[config.mk]
export PLATFORM = sky130hd
export DESIGN_NAME = cv_channel_output_shaper_core
export DESIGN_NICKNAME = d
export VERILOG_FILES = /design/src/sv/cvos_pkg.sv /design/src/sv/cv_channel_output_shaper_core.sv
export SDC_FILE = /design/constraint.sdc
export NUM_CORES = 1
export LEC_CHECK = 0
export BUFFER_PORTS_ARGS = -buffer_cell sky130_fd_sc_hd__buf_4
export CAP_MARGIN = 20
export CELL_PAD_IN_SITES_DETAIL_PLACEMENT = 1
export CELL_PAD_IN_SITES_GLOBAL_PLACEMENT = 2
export CORE_MARGIN = 2
export CORE_UTILIZATION = 42
export CTS_CLUSTER_DIAMETER = 40
export DETAILED_ROUTE_END_ITERATION = 10
export PLACE_DENSITY_LB_ADDON = 0.08
export SETUP_SLACK_MARGIN = 0.1
export SLEW_MARGIN = 40
export SYNTH_ARGS = -nofsm -noshare
export SYNTH_HDL_FRONTEND = slang
export SYNTH_SLANG_ARGS = --single-unit
[constraint.sdc]
create_clock -name clock -period 9 [get_ports clock]
set_input_delay 0.45 -clock clock [delete_from_list [all_inputs] [get_ports clock]]
set_output_delay 0.45 -clock clock [all_outputs]
set_load 0.005 [all_outputs]
[src/sv/cvos_pkg.sv]
`timescale 1ns / 1ps
// ----------------------------------------------------------------------------
// Channel output shaper package
// Shared codes, fixed widths and the sine table entry function for the
// control-voltage channel output shaper.
// ----------------------------------------------------------------------------
package cvos_pkg;

   // Configuration register indexes.
   typedef enum logic [2:0] {
      REG_MIN_VOLTAGE,
      REG_MAX_VOLTAGE,
      REG_ACTIVE_CHANNELS,
      REG_GLOBAL_MODE,
      REG_GLOBAL_SIGNAL_TYPE,
      REG_CHANNEL_MODE_MAP,
      REG_CHANNEL_TYPE_MAP,
      REG_SAMPLE_RATE
   } reg_index_type;

   // Requested output mode, as held in the global and per-channel registers.
   typedef enum logic [1:0] {
      MODE_AUTO,
      MODE_DC,
      MODE_PWM,
      MODE_AUDIO
   } mode_code_type;

   // Signal type, as held in the global and per-channel registers.
   typedef enum logic [1:0] {
      TYPE_AUTO,
      TYPE_CV,
      TYPE_AUDIO,
      TYPE_UNKNOWN
   } signal_type_code_type;

   // Mode reported with each result.
   typedef enum logic [1:0] {
      APPLIED_DC,
      APPLIED_PWM,
      APPLIED_AUDIO
   } applied_type;

   typedef enum logic [1:0] {
      STATUS_OK,
      STATUS_BAD_CHANNEL,
      STATUS_EMPTY_RANGE
   } status_type;

   localparam int CSR_DATA_W = 18;   // widest register (sample rate)
   localparam int DIV_W      = 18;   // divisor and remainder width
   localparam int N_W        = 17;   // normalized voltage, 0..65536
   localparam int FREQ_W     = 28;   // oscillator frequency in Q16 Hz
   localparam int MAP_CHANNELS = 8;  // channels covered by the mode and type maps

   localparam logic [FREQ_W-1:0] FREQ_BASE  = 28'd13107200;  // 200 Hz in Q16
   localparam logic [FREQ_W-1:0] FREQ_SLOPE = 28'd2000;

   localparam logic [63:0] Q30_ONE     = 64'd1073741824;
   localparam logic [63:0] HALF_PI_Q30 = 64'd1686629713;

   // Half-scale sine for a position of one turn given in Q32. Evaluated at
   // elaboration only; the Taylor series is taken through the eleventh power.
   function automatic logic signed [15:0] sine_from_turn(input logic [63:0] turn);
      logic [63:0] quad;
      logic [63:0] u;
      logic [63:0] r;
      logic [63:0] r2;
      logic [63:0] term;
      logic [63:0] s;
      logic [63:0] mag;
      quad = (turn >> 30) & 64'd3;
      u    = turn & (Q30_ONE - 64'd1);
      if (quad[0]) begin
         u = Q30_ONE - u;
      end
      r    = (u * HALF_PI_Q30) >> 30;
      r2   = (r * r) >> 30;
      term = Q30_ONE;
      term = Q30_ONE - ((r2 * term) >> 30) / 64'd110;
      term = Q30_ONE - ((r2 * term) >> 30) / 64'd72;
      term = Q30_ONE - ((r2 * term) >> 30) / 64'd42;
      term = Q30_ONE - ((r2 * term) >> 30) / 64'd20;
      term = Q30_ONE - ((r2 * term) >> 30) / 64'd6;
      s    = (r * term) >> 30;
      mag  = (s * 64'd16384 + (Q30_ONE >> 1)) >> 30;
      if (mag > 64'd16384) begin
         mag = 64'd16384;
      end
      return quad[1] ? -$signed(16'(mag)) : $signed(16'(mag));
   endfunction

endpackage

[src/sv/cv_channel_output_shaper_core.sv]
`timescale 1ns / 1ps
// ----------------------------------------------------------------------------
// Channel output shaper core
// Clamps and normalizes a channel voltage, resolves the output mode and
// produces a DC level, a PWM level or a half-scale sine sample per channel.
// ----------------------------------------------------------------------------
// The block handles one transaction at a time and takes a new one only when
// req_stall is low. The normalized voltage is formed by a bit-serial restoring
// divider that yields one quotient bit per cycle. A rejected transaction goes
// from setup straight to the result; a DC or PWM transaction passes through
// the divider and the apply step; an audio transaction then makes a second
// pass through the same divider for the oscillator step, over 28 + max(0,
// PHASE_BITS - 16) dividend bits, followed by the phase update, the table
// index scaling and the registered sine table read. A finished result is
// held in the output register, so the next transaction is taken while it
// still waits to be collected. Phase state lives in flip-flops and is cleared
// by reset at once; there is no clearing pass.
// ----------------------------------------------------------------------------
module cv_channel_output_shaper_core import cvos_pkg::*; #(
   parameter int CHANNELS         = 8,
   parameter int PHASE_BITS       = 16,
   parameter int SINE_TABLE_DEPTH = 256
) (
   input  logic                  clock,
   input  logic                  reset,
   // Configuration
   input  logic                  csr_write,
   input  logic [2:0]            csr_index,
   input  logic [CSR_DATA_W-1:0] csr_wdata,
   // Request channel
   input  logic                  req_valid,
   output logic                  req_stall,
   input  logic [4:0]            req_channel,
   input  logic signed [15:0]    req_voltage,
   // Result channel
   output logic                  rsp_valid,
   input  logic                  rsp_stall,
   output logic signed [15:0]    rsp_sample,
   output logic [1:0]            rsp_applied_mode,
   output logic [1:0]            rsp_status
);

   localparam int CH_W    = (CHANNELS > 1) ? $clog2(CHANNELS) : 1;
   localparam int DEPTH_W = $clog2(SINE_TABLE_DEPTH);
   localparam int QW      = (PHASE_BITS > N_W) ? PHASE_BITS : N_W;
   localparam int SHL     = (PHASE_BITS > 16) ? PHASE_BITS - 16 : 0;
   localparam int SHR     = (PHASE_BITS < 16) ? 16 - PHASE_BITS : 0;
   localparam int DW      = FREQ_W + SHL;
   localparam int CNT_W   = $clog2(DW + 1);
   localparam int PROD_W  = PHASE_BITS + DEPTH_W + 1;

   localparam logic [63:0] PWM_STEP_WIDE = ((64'd1 << PHASE_BITS) + 64'd50) / 64'd100;
   localparam logic [PHASE_BITS-1:0] PWM_STEP = PHASE_BITS'(PWM_STEP_WIDE);

   typedef enum logic [3:0] {
      S_IDLE,
      S_SETUP,
      S_DIV_N,
      S_APPLY,
      S_DIV_STEP,
      S_TONE,
      S_SCALE,
      S_ROM,
      S_DONE
   } state_type;

   // Configuration registers
   logic signed [15:0]  min_ff;
   logic signed [15:0]  max_ff;
   logic [3:0]          active_ff;
   logic [1:0]          gmode_ff;
   logic [1:0]          gtype_ff;
   logic [15:0]         mode_map_ff;
   logic [15:0]         type_map_ff;
   logic [DIV_W-1:0]    rate_ff;

   // Control and datapath
   state_type           state_ff;
   logic [4:0]          ch_ff;
   logic signed [15:0]  volt_ff;
   applied_type         mode_ff;
   logic [DIV_W-1:0]    rem_ff;
   logic [DIV_W-1:0]    div_ff;
   logic [DW-1:0]       dvd_ff;
   logic [QW-1:0]       quo_ff;
   logic [CNT_W-1:0]    cnt_ff;
   logic [N_W-1:0]      n_ff;
   logic [PHASE_BITS-1:0] tone_p_ff;
   logic [DEPTH_W-1:0]  idx_ff;
   logic [PHASE_BITS-1:0] pwm_phase_ff [CHANNELS];
   logic [PHASE_BITS-1:0] tone_phase_ff [CHANNELS];

   logic signed [15:0]  res_sample_ff;
   applied_type         res_mode_ff;
   status_type          res_status_ff;

   logic                rsp_valid_ff;
   logic signed [15:0]  rsp_sample_ff;
   applied_type         rsp_mode_ff;
   status_type          rsp_status_ff;

   // Combinational signals
   logic                ch_reject;
   logic                range_empty;
   logic signed [15:0]  v_clamped;
   logic [N_W-1:0]      num_w;
   logic [N_W-1:0]      den_w;
   logic                ch_in_map;
   logic [1:0]          ch_mode;
   logic [1:0]          ch_type;
   logic [1:0]          mode_sel;
   logic [1:0]          type_sel;
   applied_type         applied_w;
   logic [CH_W-1:0]     ch_idx;
   logic [DIV_W:0]      rem_shift;
   logic                rem_ge;
   logic [DIV_W-1:0]    rem_in;
   logic [QW-1:0]       quo_in;
   logic [FREQ_W-1:0]   freq_in;
   logic [DW-1:0]       dvd_freq_in;
   logic [DIV_W-1:0]    rate_div;
   logic signed [15:0]  dc_sample;
   logic [PHASE_BITS-1:0] pwm_in;
   logic [PHASE_BITS+16:0] pwm_lhs;
   logic [PHASE_BITS+16:0] pwm_rhs;
   logic [PHASE_BITS-1:0] tone_in;
   logic [PROD_W-1:0]   prod_in;
   logic [DEPTH_W-1:0]  idx_in;
   logic signed [15:0]  sine_rom [SINE_TABLE_DEPTH];

   // Sine table, computed at elaboration.
   for (genvar g = 0; g < SINE_TABLE_DEPTH; g++) begin : g_sine
      localparam logic [63:0] TURN = (64'(g) << 32) / 64'(SINE_TABLE_DEPTH);
      assign sine_rom[g] = sine_from_turn(TURN);
   end

   // Configuration writes
   always_ff @(posedge clock) begin
      if (reset) begin
         min_ff      <= -16'sd10240;
         max_ff      <= 16'sd10240;
         active_ff   <= 4'd8;
         gmode_ff    <= MODE_AUTO;
         gtype_ff    <= TYPE_AUTO;
         mode_map_ff <= '0;
         type_map_ff <= '0;
         rate_ff     <= 18'd44100;
      end else if (csr_write) begin
         unique case (csr_index)
            REG_MIN_VOLTAGE:        min_ff      <= csr_wdata[15:0];
            REG_MAX_VOLTAGE:        max_ff      <= csr_wdata[15:0];
            REG_ACTIVE_CHANNELS:    active_ff   <= csr_wdata[3:0];
            REG_GLOBAL_MODE:        gmode_ff    <= csr_wdata[1:0];
            REG_GLOBAL_SIGNAL_TYPE: gtype_ff    <= csr_wdata[1:0];
            REG_CHANNEL_MODE_MAP:   mode_map_ff <= csr_wdata[15:0];
            REG_CHANNEL_TYPE_MAP:   type_map_ff <= csr_wdata[15:0];
            REG_SAMPLE_RATE:        rate_ff     <= csr_wdata;
            default:                rate_ff     <= rate_ff;
         endcase
      end
   end

   // Admission checks, clamping and the divider operands.
   assign ch_reject   = (ch_ff >= {1'b0, active_ff}) || (6'(ch_ff) >= 6'(CHANNELS));
   assign range_empty = (max_ff <= min_ff);

   always_comb begin
      v_clamped = volt_ff;
      if (volt_ff < min_ff) begin
         v_clamped = min_ff;
      end
      if (v_clamped > max_ff) begin
         v_clamped = max_ff;
      end
   end

   assign num_w = N_W'({v_clamped[15], v_clamped} - {min_ff[15], min_ff});
   assign den_w = N_W'({max_ff[15], max_ff} - {min_ff[15], min_ff});

   // Mode resolution: channel mode, global mode, channel type, global type.
   assign ch_in_map = (ch_ff < 5'(MAP_CHANNELS));
   assign ch_mode   = ch_in_map ? mode_map_ff[{ch_ff[2:0], 1'b0} +: 2] : MODE_AUTO;
   assign ch_type   = ch_in_map ? type_map_ff[{ch_ff[2:0], 1'b0} +: 2] : TYPE_AUTO;

   always_comb begin
      mode_sel = (ch_mode != MODE_AUTO) ? ch_mode : gmode_ff;
      type_sel = (ch_type != TYPE_AUTO) ? ch_type : gtype_ff;
      if (mode_sel == MODE_PWM) begin
         applied_w = APPLIED_PWM;
      end else if (mode_sel == MODE_AUDIO) begin
         applied_w = APPLIED_AUDIO;
      end else if (mode_sel == MODE_DC) begin
         applied_w = APPLIED_DC;
      end else if (type_sel == TYPE_AUDIO) begin
         applied_w = APPLIED_AUDIO;
      end else begin
         applied_w = APPLIED_DC;
      end
   end

   assign ch_idx = ch_ff[CH_W-1:0];

   // One restoring division step: the remainder always stays below the divisor.
   assign rem_shift = {rem_ff, dvd_ff[DW-1]};
   assign rem_ge    = (rem_shift >= {1'b0, div_ff});
   assign rem_in    = rem_ge ? DIV_W'(rem_shift - {1'b0, div_ff}) : rem_shift[DIV_W-1:0];
   assign quo_in    = {quo_ff[QW-2:0], rem_ge};

   // The oscillator step divides f * 2^PHASE_BITS by rate * 2^16; the 2^16
   // is folded into a fixed shift of the dividend.
   assign freq_in     = FREQ_BASE + FREQ_W'(FREQ_W'(n_ff) * FREQ_SLOPE);
   assign dvd_freq_in = (DW'(freq_in) << SHL) >> SHR;
   assign rate_div    = (rate_ff == '0) ? DIV_W'(1) : rate_ff;

   assign dc_sample = n_ff[N_W-1] ? 16'sh7FFF : {~n_ff[15], n_ff[14:0]};

   assign pwm_in  = pwm_phase_ff[ch_idx] + PWM_STEP;
   assign pwm_lhs = {1'b0, pwm_in, 16'b0};
   assign pwm_rhs = {n_ff, {PHASE_BITS{1'b0}}};

   assign tone_in = tone_phase_ff[ch_idx] + quo_ff[PHASE_BITS-1:0];
   assign prod_in = PROD_W'(tone_p_ff) * PROD_W'(SINE_TABLE_DEPTH);
   assign idx_in  = prod_in[PHASE_BITS +: DEPTH_W];

   always_ff @(posedge clock) begin
      if (reset) begin
         state_ff     <= S_IDLE;
         rsp_valid_ff <= 1'b0;
         for (int i = 0; i < CHANNELS; i++) begin
            pwm_phase_ff[i]  <= '0;
            tone_phase_ff[i] <= '0;
         end
      end else begin
         // In S_DONE the output register is reloaded or held below.
         if (rsp_valid_ff && !rsp_stall && state_ff != S_DONE) begin
            rsp_valid_ff <= 1'b0;
         end
         unique case (state_ff)
            S_IDLE: begin
               if (req_valid) begin
                  ch_ff    <= req_channel;
                  volt_ff  <= req_voltage;
                  state_ff <= S_SETUP;
               end
            end
            S_SETUP: begin
               res_sample_ff <= '0;
               res_mode_ff   <= APPLIED_DC;
               if (ch_reject) begin
                  res_status_ff <= STATUS_BAD_CHANNEL;
                  state_ff      <= S_DONE;
               end else if (range_empty) begin
                  res_status_ff <= STATUS_EMPTY_RANGE;
                  state_ff      <= S_DONE;
               end else begin
                  // num <= den, so the quotient bits above bit 16 are zero and
                  // the top sixteen bits of num can be preloaded.
                  res_status_ff <= STATUS_OK;
                  rem_ff        <= DIV_W'(num_w[N_W-1:1]);
                  div_ff        <= DIV_W'(den_w);
                  dvd_ff        <= {num_w[0], {(DW-1){1'b0}}};
                  cnt_ff        <= CNT_W'(N_W);
                  mode_ff       <= applied_w;
                  state_ff      <= S_DIV_N;
               end
            end
            S_DIV_N: begin
               rem_ff <= rem_in;
               quo_ff <= quo_in;
               dvd_ff <= dvd_ff << 1;
               cnt_ff <= cnt_ff - CNT_W'(1);
               if (cnt_ff == CNT_W'(1)) begin
                  n_ff     <= quo_in[N_W-1:0];
                  state_ff <= S_APPLY;
               end
            end
            S_APPLY: begin
               res_mode_ff <= mode_ff;
               unique case (mode_ff)
                  APPLIED_DC: begin
                     res_sample_ff <= dc_sample;
                     state_ff      <= S_DONE;
                  end
                  APPLIED_PWM: begin
                     pwm_phase_ff[ch_idx] <= pwm_in;
                     res_sample_ff        <= (pwm_lhs < pwm_rhs) ? 16'sh7FFF : 16'sh8000;
                     state_ff             <= S_DONE;
                  end
                  APPLIED_AUDIO: begin
                     rem_ff   <= '0;
                     div_ff   <= rate_div;
                     dvd_ff   <= dvd_freq_in;
                     cnt_ff   <= CNT_W'(DW);
                     state_ff <= S_DIV_STEP;
                  end
                  default: begin
                     state_ff <= S_DONE;
                  end
               endcase
            end
            S_DIV_STEP: begin
               rem_ff <= rem_in;
               quo_ff <= quo_in;
               dvd_ff <= dvd_ff << 1;
               cnt_ff <= cnt_ff - CNT_W'(1);
               if (cnt_ff == CNT_W'(1)) begin
                  state_ff <= S_TONE;
               end
            end
            S_TONE: begin
               tone_phase_ff[ch_idx] <= tone_in;
               tone_p_ff             <= tone_in;
               state_ff              <= S_SCALE;
            end
            S_SCALE: begin
               idx_ff   <= idx_in;
               state_ff <= S_ROM;
            end
            S_ROM: begin
               res_sample_ff <= sine_rom[idx_ff];
               state_ff      <= S_DONE;
            end
            S_DONE: begin
               if (!rsp_valid_ff || !rsp_stall) begin
                  rsp_valid_ff  <= 1'b1;
                  rsp_sample_ff <= res_sample_ff;
                  rsp_mode_ff   <= res_mode_ff;
                  rsp_status_ff <= res_status_ff;
                  state_ff      <= S_IDLE;
               end
            end
            default: begin
               state_ff <= S_IDLE;
            end
         endcase
      end
   end

   assign req_stall        = (state_ff != S_IDLE);
   assign rsp_valid        = rsp_valid_ff;
   assign rsp_sample       = rsp_sample_ff;
   assign rsp_applied_mode = rsp_mode_ff;
   assign rsp_status       = rsp_status_ff;

   // The divider must keep its remainder below the divisor at every step.
   assert property (@(posedge clock) disable iff (reset)
      (state_ff == S_DIV_N || state_ff == S_DIV_STEP) |-> (rem_ff < div_ff))
      else $error("divider remainder not below divisor");

   // A rejected transaction carries a zero sample and the DC mode code.
   assert property (@(posedge clock) disable iff (reset)
      (rsp_valid && rsp_status != STATUS_OK) |->
         (rsp_sample == 16'sd0 && rsp_applied_mode == APPLIED_DC))
      else $error("rejected transaction with non-zero result fields");

   // A PWM result is always one of the two full-scale levels.
   assert property (@(posedge clock) disable iff (reset)
      (rsp_valid && rsp_applied_mode == APPLIED_PWM) |->
         (rsp_sample == 16'sh7FFF || rsp_sample == 16'sh8000))
      else $error("PWM result not at full scale");

endmodule

### Word level (Yosys, flattened, before mapping)

Memory sizes are Yosys's and may differ from the RTL's. A register that Yosys moved wholly into a read port is not among the register bits.
Index checks and enable logic that the tools add are counted.

| cells by class | value |
|---|---|
| bitwise gates (word level) | 5 |
| reduce and logical (&&, ||, !) cells | 40 |
| muxes and demuxes | 63 |
| magnitude comparators | 9 |
| multipliers | 1 |
| eq/ne operators | 31 |
| shift operators | 2 |
| add/subtract/negate cells | 7 |

Operators with widths:

| cell | number |
|---|---|
| 18-bit two-way mux | 8 |
| 16-bit two-way mux | 8 |
| 28-bit two-way mux | 3 |
| 28-bit case mux with 3 select lines | 1 |
| 18-bit case mux with 3 select lines | 1 |
| 16-bit case mux with 3 select lines | 1 |
| 18-bit case mux with 2 select lines | 1 |
| 4-bit case mux with 9 select lines | 1 |
| 16-bit by 16-bit subtractor with 17-bit output | 2 |
| 32-bit by 33-bit less-than comparator with 1-bit output | 1 |
| 16-bit case mux with 2 select lines | 1 |
| 16-bit OR reduction | 2 |
| 16-bit by 5-bit indexed part select with 2-bit output | 2 |
| 24-bit by 28-bit adder with 28-bit output, first input constant | 1 |
| 4-bit two-way mux | 7 |
| 2-bit AND reduction | 13 |
| 17-bit by 7-bit multiplier with 24-bit output, second input constant | 1 |
| 19-bit by 18-bit greater-or-equal comparator with 1-bit output | 1 |
| 18-bit logical NOT | 1 |
| 18-bit subtractor | 1 |
| 16-bit by 10-bit adder with 16-bit output, second input constant | 1 |
| 16-bit adder | 1 |
| 4-bit by 3-bit == test with 1-bit output, second input constant | 4 |
| 16-bit > comparator | 1 |
| other kinds (40) | 94 |

| storage, ports and cells | value |
|---|---|
| bits in writable memories | 256 |
| word-level logic and storage cells | 188 |
| memories kept | 3 |
| bits in registers | 284 |
| ROM bits | 4,096 |
| output and inout bits | 22 |

Memory list:

| memory | depth | bits a word | rd ports | clocked after Yosys merged registers in | write ports | line | source |
|---|---|---|---|---|---|---|---|
| (name not given) | 256 | 16 | 1 | 0 | 0 | cv_channel_output_shaper_core.sv:320 | `res_sample_ff <= sine_rom[idx_ff];` |
| pwm_phase_ff | 8 | 16 | 1 | 1 | 8 | cv_channel_output_shaper_core.sv:90 | `logic [PHASE_BITS-1:0] pwm_phase_ff [CHANNELS];` |
| tone_phase_ff | 8 | 16 | 1 | 1 | 8 | cv_channel_output_shaper_core.sv:91 | `logic [PHASE_BITS-1:0] tone_phase_ff [CHANNELS];` |

### Logic depth before layout (Yosys ltp)

Gate-level depths: netlist of run 1.

| logic depth | value |
|---|---|
| depth after elaboration | 8 |
| gate-level depth with buffers | 35 |

### Worst setup path before layout of run 1

No wires, ideal clock.

| timing path | value |
|---|---|
| path type | register to register |
| start point | register min_ff[15] |
| end point | register rem_ff[13], data pin |
| required time | 8.729 ns |
| path slack | 2.277 ns |
| arrival | 6.453 ns |
| cell stages (with the launch flop) | 31 |
| library setup time | 0.271 ns |
| cells stage by stage | dfxtp_1 inv_1 ha_1 or4_1 o22ai_1 nor2_1 a31oi_2 buf_2 mux2_2 ha_1 nor2b_1 o21a_1 o21a_1 o21a_1 o21ai_0 nand2b_1 a21oi_1 o31a_1 clkbuf_1 buf_2 mux2_2 fa_1 a21o_1 a21o_1 a2111oi_0 o31ai_1 a21oi_1 o21a_1 nand2b_1 nand3_1 o221ai_1 |

| on the way | value |
|---|---|
| longest elaborated chain between the ends | 8 |

RTL lines:

| item | line | source |
|---|---|---|
| start: declaration | cv_channel_output_shaper_core.sv:68 | `logic signed [15:0] min_ff;` |
| start signal: assignment | cv_channel_output_shaper_core.sv:140 | `min_ff <= -16'sd10240;` |
| start signal: assignment | cv_channel_output_shaper_core.sv:150 | `REG_MIN_VOLTAGE: min_ff <= csr_wdata[15:0];` |
| 16-bit less-than comparator | cv_channel_output_shaper_core.sv:169 | `if (volt_ff < min_ff) begin` |
| 16-bit two-way mux * | cv_channel_output_shaper_core.sv:169 |  |
| 16-bit > comparator | cv_channel_output_shaper_core.sv:172 | `if (v_clamped > max_ff) begin` |
| 16-bit two-way mux * | cv_channel_output_shaper_core.sv:172 |  |
| 16-bit by 16-bit subtractor with 17-bit output * | cv_channel_output_shaper_core.sv:177 | `assign num_w = N_W'({v_clamped[15], v_clamped} - {min_ff[15], min_ff});` |
| 18-bit two-way mux * | cv_channel_output_shaper_core.sv:252 | `end else if (range_empty) begin` |
| 18-bit two-way mux * | cv_channel_output_shaper_core.sv:249 | `if (ch_reject) begin` |
| 18-bit case mux with 3 select lines * | cv_channel_output_shaper_core.sv:238 | `unique case (state_ff)` |
| end signal: assignment | cv_channel_output_shaper_core.sv:259 | `rem_ff <= DIV_W'(num_w[N_W-1:1]);` |
| end signal: assignment | cv_channel_output_shaper_core.sv:268 | `rem_ff <= rem_in;` |
| end signal: assignment | cv_channel_output_shaper_core.sv:302 | `rem_ff <= rem_in;` |
| end: declaration | cv_channel_output_shaper_core.sv:82 | `logic [DIV_W-1:0] rem_ff;` |

Every way passes the cells marked *; elsewhere a longest branch is shown, timed or not. The select of a mux whose other input is x is not followed.
A chain may end at the register's enable or synchronous reset.

### Worst setup path after layout of run 1

| timing path | value |
|---|---|
| start point | register min_ff[1] |
| end point | register rem_ff[13], data pin |

| on the way | value |
|---|---|
| longest elaborated chain between the ends | 8 |

RTL lines:

| item | line |
|---|---|
| 16-bit less-than comparator | cv_channel_output_shaper_core.sv:169 |
| 16-bit two-way mux | cv_channel_output_shaper_core.sv:169 |
| 16-bit > comparator | cv_channel_output_shaper_core.sv:172 |
| 16-bit two-way mux | cv_channel_output_shaper_core.sv:172 |
| 16-bit by 16-bit subtractor with 17-bit output * | cv_channel_output_shaper_core.sv:177 |
| 18-bit two-way mux * | cv_channel_output_shaper_core.sv:252 |
| 18-bit two-way mux * | cv_channel_output_shaper_core.sv:249 |
| 18-bit case mux with 3 select lines * | cv_channel_output_shaper_core.sv:238 |

Marks and branches as above.

==> impl_results.html, run 1 <==
<table>
<tr><th>Metric</th><th>Value</th></tr>
<tr><th colspan="2">Drt</th></tr>
<tr><td>DR vias/cell</td><td>6.00</td></tr>
<tr><td>First-pass iteration count of the detailed router</td><td>6</td></tr>
<tr><td>Detail Route Antenna Nets</td><td>0</td></tr>
<tr><td>DRC errors left</td><td>0</td></tr>
<tr><td>Detailed router's first-iteration violation count</td><td>2371</td></tr>
<tr><td>Post-Route WL</td><td>116000 um</td></tr>
<tr><td>Avg WL per Cell</td><td>26.2 um</td></tr>
<tr><td>Number of vias after detailed routing</td><td>26600</td></tr>
<tr><th colspan="2">Clock tree</th></tr>
<tr><td>H-tree lvl count</td><td>3</td></tr>
<tr><td>TritonCTS clock tree</td><td>yes</td></tr>
<tr><td>Number of buffers created by CTS</td><td>93</td></tr>
<tr><td>Cell at the root of the clock tree</td><td>sky130_fd_sc_hd__clkbuf_16</td></tr>
<tr><td>Clock-pin slew on the worst setup and hold paths</td><td>50 ps</td></tr>
<tr><td>Maximum buffer depth of the clock tree</td><td>3</td></tr>
<tr><td>Clock sink count</td><td>531</td></tr>
<tr><td>Clk Latency, worst-skew pair</td><td>680 ps</td></tr>
<tr><th colspan="2">Pwr</th></tr>
<tr><td>Static leakage</td><td>14.6 nW</td></tr>
<tr><td>Worst ir drop on vdd</td><td>177 uV</td></tr>
<tr><td>Power density of the placed cells</td><td>194 nW/um^2</td></tr>
<tr><th colspan="2">Setup path</th></tr>
<tr><td>Highest net fanout along the worst path</td><td>14</td></tr>
<tr><td>Capturing instance or port of the critical path</td><td>rem_ff[13]$_DFFE_PP_</td></tr>
<tr><td>Crit Path Class</td><td>flop to flop</td></tr>
<tr><td>Worst reg-to-reg path cell count</td><td>31</td></tr>
<tr><td>Endpoint class of the critical path</td><td>flop</td></tr>
<tr><td>Crit start category</td><td>flop</td></tr>
<tr><td>Launching element of the worst setup path</td><td>min_ff[1]$_SDFFE_PP0P_</td></tr>
<tr><td>Worst Path Required</td><td>9360 ps</td></tr>
<tr><td>Minimum setup slack among reg-to-reg paths</td><td>1140 ps</td></tr>
<tr><td>Max stage delay cell, worst path</td><td>sky130_fd_sc_hd__a2111oi_0</td></tr>
<tr><td>Reg2reg start</td><td>min_ff[1]$_SDFFE_PP0P_</td></tr>
<tr><td>Capture point of the worst reg-to-reg path</td><td>rem_ff[13]$_DFFE_PP_</td></tr>
<tr><td>Crit path DAT</td><td>8220 ps</td></tr>
<tr><td>Worst stage delay on the critical path</td><td>660 ps</td></tr>
<tr><td>Crit path top cell by count</td><td>sky130_fd_sc_hd__o21a_1</td></tr>
<tr><th colspan="2">Yosys</th></tr>
<tr><td>Mean instance size in the synthesized netlist</td><td>10.2 sq um</td></tr>
<tr><td>Cell with the most instances after synthesis</td><td>sky130_fd_sc_hd__nor2_1</td></tr>
<tr><td>Post-synthesis instance total</td><td>3262</td></tr>
<tr><td>Cell type with the largest total area after synthesis</td><td>sky130_fd_sc_hd__edfxtp_1</td></tr>
<tr><td>Post-Syn Nets</td><td>3562</td></tr>
<tr><td>Fraction of the yosys area taken by sequential cells</td><td>45.2%</td></tr>
<tr><td>EDFF count, synth</td><td>433</td></tr>
<tr><td>Netlist area before placement</td><td>33100 sq um</td></tr>
<tr><td>Most used flip-flop cell after synthesis</td><td>sky130_fd_sc_hd__edfxtp_1</td></tr>
<tr><td>Distinct cells, synth</td><td>94</td></tr>
<tr><td>Cell types occupying the most area after synthesis</td><td>sky130_fd_sc_hd__edfxtp_1 (39%), sky130_fd_sc_hd__ha_1 (7.2%), sky130_fd_sc_hd__dfxtp_1 (5.9%)</td></tr>
<tr><td>Synthesis-stage register bit count</td><td>531</td></tr>
<tr><td>Top cell type's share of synthesized area</td><td>39.3%</td></tr>
<tr><td>Share of synthesized flip-flops with an asynchronous set or reset</td><td>0%</td></tr>
<tr><td>Total of warnings raised by yosys</td><td>0</td></tr>
<tr><td>Commonest cells in the netlist</td><td>sky130_fd_sc_hd__nor2_1 (438), sky130_fd_sc_hd__edfxtp_1 (433), sky130_fd_sc_hd__nand2_1 (384), sky130_fd_sc_hd__a21oi_1 (244), sky130_fd_sc_hd__ha_1 (191)</td></tr>
<tr><th colspan="2">Min path</th></tr>
<tr><td>Hold path depth</td><td>1</td></tr>
<tr><td>Hold Crit Class</td><td>input port to flop</td></tr>
<tr><th colspan="2">Place</th></tr>
<tr><td>Final RePlAce weighted congestion</td><td>0.929</td></tr>
<tr><td>Worst slack at placement</td><td>1250 ps</td></tr>
<tr><td>Number of buffer cells added on primary ports</td><td>68</td></tr>
<tr><td>HPWL after DPL</td><td>82500 um</td></tr>
<tr><td>Placed Instance Area</td><td>34700 sq um</td></tr>
<tr><th colspan="2">Global routing</th></tr>
<tr><td>Remaining global-route overflow</td><td>0</td></tr>
<tr><td>Number of global-route vias before repair</td><td>27600</td></tr>
<tr><td>First-pass GRT wire length</td><td>176000 um</td></tr>
<tr><td>Gr usage total</td><td>28.4%</td></tr>
<tr><td>Initial antenna violation count</td><td>0</td></tr>
<tr><td>Pin count of the biggest net entering global routing</td><td>170</td></tr>
<tr><th colspan="2">Timing</th></tr>
<tr><td>Timing-limited maximum frequency</td><td>0.127 GHz</td></tr>
<tr><td>Fin. Hold Viols</td><td>0</td></tr>
<tr><td>RSZ-0062 raised after global routing</td><td>no</td></tr>
<tr><td>Final clock skew</td><td>77.2 ps</td></tr>
<tr><td>Tightest hold margin</td><td>42.8 ps</td></tr>
<tr><td>Actual slew at the worst max-slew pin</td><td>879 ps</td></tr>
<tr><td>Slew Limit Fails</td><td>0</td></tr>
<tr><td>Final min period</td><td>7860 ps</td></tr>
<tr><td>Final period util</td><td>87.3%</td></tr>
<tr><td>Final Worst Setup Slack</td><td>1140 ps</td></tr>
<tr><td>Slew HR</td><td>41.3%</td></tr>
<tr><td>Final setup fails</td><td>0</td></tr>
<tr><td>Setup TNS Final</td><td>0 ps</td></tr>
<tr><th colspan="2">Floorplanning</th></tr>
<tr><td>Floorplan core area</td><td>77700 sq um</td></tr>
<tr><td>Die ar.</td><td>81100 sq um</td></tr>
<tr><td>Vertical extent of the die</td><td>285 um</td></tr>
<tr><td>X dimension of the die</td><td>285 um</td></tr>
<tr><td>Row cnt</td><td>102</td></tr>
<tr><td>Number of top-level pins</td><td>69</td></tr>
<tr><td>Initial standard-cell utilization of the core</td><td>42.6%</td></tr>
<tr><th colspan="2">Run</th></tr>
<tr><td>Max-cap violation count</td><td>0</td></tr>
<tr><th colspan="2">Final layout</th></tr>
<tr><td>Finished Cell Area</td><td>38200 sq um</td></tr>
<tr><td>Post-synthesis to final-layout area growth</td><td>15.4%</td></tr>
<tr><td>Fill count</td><td>8398</td></tr>
<tr><td>Net total in the final layout</td><td>3614</td></tr>
<tr><td>Layout cell share with drive strength beyond 1</td><td>14.3%</td></tr>
<tr><th colspan="2">Status</th></tr>
<tr><td>Result of the run</td><td>completed</td></tr>
</table>
## cells in the final DEF (no fill, tap or decap), types with 42 or more instances in the layout
cell	count
sky130_fd_sc_hd__o21ai_0	170
sky130_fd_sc_hd__dfxtp_1	95
sky130_fd_sc_hd__mux2_2	47
sky130_fd_sc_hd__a21oi_1	244
sky130_fd_sc_hd__inv_1	162
sky130_fd_sc_hd__edfxtp_1	433
sky130_fd_sc_hd__clkbuf_16	93
sky130_fd_sc_hd__mux2i_1	42
sky130_fd_sc_hd__nor3_1	52
sky130_fd_sc_hd__ha_1	191
sky130_fd_sc_hd__nand2_1	357
sky130_fd_sc_hd__nand3_1	64
sky130_fd_sc_hd__nor2_1	431
sky130_fd_sc_hd__fa_1	62
sky130_fd_sc_hd__mux4_2	69
sky130_fd_sc_hd__buf_4	116
## worst max-delay path: cells and delay by family, from the launching register on
family | cells | cell delay (ps)
fa+ha+maj | 3 | 950
compound gates | 18 | 4220
flops | 1 | 390
simple gates | 5 | 450
buf+inv | 3 | 770
mux | 2 | 770
## area by class of cell
type	instances	area (sq um)	share of cell area, %
multi-input combinational	2384	17000	44.5
antenna	1	2.50	0.00655
tap	1040	1300	3.41
inverter	166	623	1.63
clock buffer	109	2440	6.38
clock inverter	67	778	2.04
timing repair buffer	138	1110	2.90
sequential	531	15000	39.2
## state kept, by name, indices dropped and copies added (netlist names), 17 cells and up, named ones only
signal / flops
div_ff: 18
pwm_phase_ff: 128
tone_phase_ff: 128
rate_ff: 18
rem_ff: 18
n_ff: 17
dvd_ff: 24
## per-stage QoR
stage,power (W),utilization [%],cells
after floorplan,0.00353,-,3262
after global placement,0.00382,44.5,4237
after detailed placement,0.00386,44.7,4240
after CTS,0.00743,49.0,4433
after global routing,0.00766,49.2,4435
final,0.00740,49.2,4436
## report_power, final
part | switching [W] | internal (W) | total [W]
clock | 0.00134 | 0.00221 | 0.00355
combinational | 0.000640 | 0.000391 | 0.00103
sequential | 0.0000607 | 0.00275 | 0.00281
total | 0.00205 | 0.00535 | 0.00740
## timing repair
item	in CTS	in global routing
hold endpoints to repair	19	1
setup buffers	0	0
hold buffers	17	1
resized for setup	0	0
## cells by family (layout without fill, tap and decap cells)
| kind of cell | Yosys count | count (layout) | share of synthesized area [%] |
|---|---|---|---|
| AND/OR/NAND/NOR | 1112 | 1112 | 14.5 |
| AO/OA/AOI/OAI | 770 | 770 | 14.7 |
| flip-flops | 531 | 531 | 45.2 |
| buffers and inverters | 347 | 480 | 4.20 |
| adder cells (fa/ha/maj) | 254 | 254 | 11.0 |
| multiplexers | 164 | 164 | 7.96 |
| XOR/XNOR | 84 | 84 | 2.38 |
| other | 0 | 1 | 0 |
## metal layers
layer  GRT usage, %  part of all wire (%)  up-vias
met1           41.3                    47    13600
li1               -                     -    12000
met2           44.3                    45      791
met5              0                     0        -
met3           4.50                   5.4      175
met4           7.28                   2.2        0
## worst min path at each step
stage	start	slack, ps	to
finish	req_voltage[9]	40	volt_ff[9]$_DFFE_PP_
detailed placement	tone_p_ff[14]$_DFFE_PP_	410	idx_ff[6]$_DFFE_PP_
CTS	req_voltage[13]	1	volt_ff[13]$_DFFE_PP_
global placement	tone_p_ff[11]$_DFFE_PP_	400	idx_ff[3]$_DFFE_PP_
global route	req_voltage[9]	10	volt_ff[9]$_DFFE_PP_
floorplan	tone_p_ff[8]$_DFFE_PP_	400	idx_ff[0]$_DFFE_PP_
(Power assumes the default switching activity.)
==> inputs of run 2 (changes only) <==
--- a/config.mk
+++ b/config.mk
@@ -7,7 +7,7 @@
 export LEC_CHECK = 0
 export BUFFER_PORTS_ARGS = -buffer_cell sky130_fd_sc_hd__buf_4
 export CAP_MARGIN = 20
-export CELL_PAD_IN_SITES_DETAIL_PLACEMENT = 1
+export CELL_PAD_IN_SITES_DETAIL_PLACEMENT = 0
 export CELL_PAD_IN_SITES_GLOBAL_PLACEMENT = 2
 export CORE_MARGIN = 2
 export CORE_UTILIZATION = 42
==> impl_results.html, run 2 (synthesis gave the netlist of run 1 again) <==
<table>
<tr><th>Metric</th><th>Value</th></tr>
<tr><th colspan="2">Final layout</th></tr>
<tr><td>Fin util</td><td>49.1% (-0.063 points)</td></tr>
<tr><td>Largest regs</td><td>pwm_phase_ff: 128 flops, tone_phase_ff: 128 flops, dvd_ff: 24 flops</td></tr>
<tr><td>Net total in the final layout</td><td>3611 (-0.083%)</td></tr>
<tr><td>Post-synthesis to final-layout area growth</td><td>15.2%</td></tr>
<tr><td>Non-filler cells in the finished layout</td><td>4429 (-0.16%)</td></tr>
<tr><td>Most frequent cells in the layout</td><td>sky130_fd_sc_hd__edfxtp_1 (433), sky130_fd_sc_hd__nor2_1 (432), sky130_fd_sc_hd__nand2_1 (359), sky130_fd_sc_hd__a21oi_1 (244), sky130_fd_sc_hd__ha_1 (191)</td></tr>
<tr><td>Number of antenna diodes</td><td>0 (-1)</td></tr>
<tr><td>Finished Cell Area</td><td>38200 sq um (-0.13%)</td></tr>
<tr><td>Layout cell share with drive strength beyond 1</td><td>14.1% (-0.18 points)</td></tr>
<tr><td>Fill count</td><td>7182 (-14%)</td></tr>
<tr><td>Most common cell after layout, fill and taps aside</td><td>sky130_fd_sc_hd__edfxtp_1</td></tr>
<tr><th colspan="2">Timing</th></tr>
<tr><td>Tightest hold margin</td><td>37.9 ps (-4.94 ps)</td></tr>
<tr><td>Final period util</td><td>86.0% (-1.3 points)</td></tr>
<tr><td>Final clock skew</td><td>103 ps (+26.3 ps)</td></tr>
<tr><td>Final setup fails</td><td>0 (unchanged)</td></tr>
<tr><td>Timing-limited maximum frequency</td><td>0.129 GHz (+1.5%)</td></tr>
<tr><td>Actual slew at the worst max-slew pin</td><td>906 ps (+27.6 ps)</td></tr>
<tr><td>Fin. Hold Viols</td><td>0 (unchanged)</td></tr>
<tr><td>Slew HR</td><td>39.4% (-1.8 points)</td></tr>
<tr><td>RSZ-0062 raised after global routing</td><td>no</td></tr>
<tr><td>Slew Limit Fails</td><td>0 (unchanged)</td></tr>
<tr><td>Setup TNS Final</td><td>0 ps (unchanged)</td></tr>
<tr><td>Final min period</td><td>7740 ps (-119 ps)</td></tr>
<tr><th colspan="2">Clock tree</th></tr>
<tr><td>H-tree lvl count</td><td>3 (unchanged)</td></tr>
<tr><td>Number of buffers created by CTS</td><td>91 (-2.2%)</td></tr>
<tr><td>TritonCTS clock tree</td><td>yes</td></tr>
<tr><td>Clock-pin slew on the worst setup and hold paths</td><td>50 ps (about the same)</td></tr>
<tr><td>Post_cts resized</td><td>0 (unchanged)</td></tr>
<tr><td>Clk Latency, worst-skew pair</td><td>690 ps (about the same)</td></tr>
<tr><td>Maximum buffer depth of the clock tree</td><td>3 (unchanged)</td></tr>
<tr><td>Cell at the root of the clock tree</td><td>sky130_fd_sc_hd__clkbuf_16</td></tr>
<tr><td>Clock sink count</td><td>531 (unchanged)</td></tr>
<tr><td>Post CTS Setup Buffer Count</td><td>0 (unchanged)</td></tr>
<tr><th colspan="2">Floorplanning</th></tr>
<tr><td>X dimension of the die</td><td>285 um (unchanged)</td></tr>
<tr><td>Die ar.</td><td>81100 sq um (unchanged)</td></tr>
<tr><td>Vertical extent of the die</td><td>285 um (unchanged)</td></tr>
<tr><td>Initial standard-cell utilization of the core</td><td>42.6% (unchanged)</td></tr>
<tr><td>Floorplan core area</td><td>77700 sq um (unchanged)</td></tr>
<tr><td>Number of top-level pins</td><td>69 (unchanged)</td></tr>
<tr><td>Row cnt</td><td>102 (unchanged)</td></tr>
<tr><th colspan="2">Setup path</th></tr>
<tr><td>Worst Path Required</td><td>9360 ps (about the same)</td></tr>
<tr><td>Crit Path Class</td><td>flop to flop</td></tr>
<tr><td>Minimum setup slack among reg-to-reg paths</td><td>1260 ps (+120 ps)</td></tr>
<tr><td>Crit path DAT</td><td>8100 ps (-120 ps)</td></tr>
<tr><td>WP buf/inv</td><td>3 (unchanged)</td></tr>
<tr><td>Highest net fanout along the worst path</td><td>14 (unchanged)</td></tr>
<tr><td>Worst stage delay on the critical path</td><td>730 ps (+70 ps)</td></tr>
<tr><td>Crit start category</td><td>flop</td></tr>
<tr><td>Max stage delay cell, worst path</td><td>sky130_fd_sc_hd__a2111oi_0</td></tr>
<tr><td>Crit path top cell by count</td><td>sky130_fd_sc_hd__o21a_1</td></tr>
<tr><td>Endpoint class of the critical path</td><td>flop</td></tr>
<tr><td>Cell type group with the largest total delay on the critical path</td><td>compound AO/OA/AOI/OAI gates</td></tr>
<tr><th colspan="2">Min path</th></tr>
<tr><td>Hold Crit Class</td><td>input port to flop</td></tr>
<tr><th colspan="2">Run</th></tr>
<tr><td>Max-cap violation count</td><td>0 (unchanged)</td></tr>
<tr><th colspan="2">Pwr</th></tr>
<tr><td>Static leakage</td><td>14.6 nW (-0.18%)</td></tr>
<tr><td>Worst ir drop on vdd</td><td>167 uV (-5.4%)</td></tr>
<tr><td>Power density of the placed cells</td><td>193 nW/um^2 (-0.41%)</td></tr>
<tr><th colspan="2">Drt</th></tr>
<tr><td>Avg WL per Cell</td><td>24.5 um (-6.4%)</td></tr>
<tr><td>DR vias/cell</td><td>5.90 (-1.7%)</td></tr>
<tr><td>Detailed router's first-iteration violation count</td><td>2751 (+16%)</td></tr>
<tr><td>First-pass iteration count of the detailed router</td><td>8 (+2)</td></tr>
<tr><td>Detail Route Antenna Nets</td><td>0 (unchanged)</td></tr>
<tr><td>Number of vias after detailed routing</td><td>26100 (-1.9%)</td></tr>
<tr><td>Post-Route WL</td><td>109000 um (-6.5%)</td></tr>
<tr><td>DRC errors left</td><td>0 (unchanged)</td></tr>
<tr><th colspan="2">Global routing</th></tr>
<tr><td>Remaining global-route overflow</td><td>0 (unchanged)</td></tr>
<tr><td>First-pass GRT wire length</td><td>162000 um (-7.7%)</td></tr>
<tr><td>Initial antenna violation count</td><td>1 (+1)</td></tr>
<tr><td>Pin count of the biggest net entering global routing</td><td>170 (unchanged)</td></tr>
<tr><td>Gr usage total</td><td>26.3% (-2.1 points)</td></tr>
<tr><td>Number of global-route vias before repair</td><td>25500 (-7.7%)</td></tr>
<tr><th colspan="2">Place</th></tr>
<tr><td>Final RePlAce weighted congestion</td><td>0.929 (unchanged)</td></tr>
<tr><td>HPWL after DPL</td><td>77100 um (-6.5%)</td></tr>
<tr><td>Number of buffer cells added on primary ports</td><td>68 (unchanged)</td></tr>
<tr><td>Number of cells in the design after placement</td><td>4240 (unchanged)</td></tr>
<tr><td>Placed Instance Area</td><td>34700 sq um (unchanged)</td></tr>
<tr><th colspan="2">Status</th></tr>
<tr><td>Result of the run</td><td>completed</td></tr>
</table>
## run 2: changes by cell type in the layout (fill, tap and decap cells not counted), moves of 2 or more
cell / before / now
sky130_fd_sc_hd__clkinv_1: 12 / 8
sky130_fd_sc_hd__clkinv_2: 12 / 8
sky130_fd_sc_hd__clkbuf_8: 5 / 2
sky130_fd_sc_hd__bufinv_16: 8 / 10
sky130_fd_sc_hd__clkbuf_1: 11 / 13
sky130_fd_sc_hd__clkbuf_16: 93 / 91
sky130_fd_sc_hd__inv_8: 2 / 4
sky130_fd_sc_hd__nand2_1: 357 / 359
sky130_fd_sc_hd__nand2_2: 27 / 25
## run 2: report_power, final
part	switching [W]	internal, W	total (W)	leakage (nW)
Combinational	0.000616	0.000389	0.00100	7.98
Clock	0.00133	0.00221	0.00354	1.51
Sequential	0.0000569	0.00275	0.00281	5.08
Total	0.00201	0.00535	0.00736	14.6
## run 2: metal layers
metal	share of wire, %	vias up	wire (um)	GRT usage, %
met5	0	-	0	0
met4	2.5	0	2720	7.37
met3	6.4	153	6950	3.62
met2	44	953	47300	39.4
met1	48	13000	51700	39.8
li1	-	12000	-	-
## run 2: what timing repair did
item,CTS,global route
setup endpoints to repair,0,0
endpoints found under the hold margin,19,0
hold buffers,17,0
## run 2: cell type report
class / count / area (sq um) / area share [%]
clock buffer: 106 / 2350 / 6.17
clock inverter: 65 / 843 / 2.21
inverter: 166 / 623 / 1.63
multi-input combinational: 2384 / 17000 / 44.5
sequential: 531 / 15000 / 39.2
tap: 1040 / 1300 / 3.41
timing repair buffer: 137 / 1100 / 2.88
## run 2: final timing paths
path,startpoint,end,depth (start not counted)
worst max-delay path,min_ff[1]$_SDFFE_PP0P_,rem_ff[13]$_DFFE_PP_,31
worst min-delay path,req_voltage[9],volt_ff[9]$_DFFE_PP_,1
worst max register to register,min_ff[1]$_SDFFE_PP0P_,rem_ff[13]$_DFFE_PP_,31
worst min register to register,tone_p_ff[14]$_DFFE_PP_,idx_ff[6]$_DFFE_PP_,0
## run 2: worst register-to-register path, delay by kind of cell (launching register included)
family          cells  cell delay [ps]
flops               1              390
simple gates        5              430
mux                 2              760
fa+ha+maj           3              950
compound gates     18             4160
buf+inv             3              780
## run 2: stage by stage
step	power, W	setup WS (ps)
after global routing	0.00764	724
final	0.00736	1260
after floorplan	0.00353	2280
after global placement	0.00382	1310
after detailed placement	0.00384	1290
after CTS	0.00741	1230
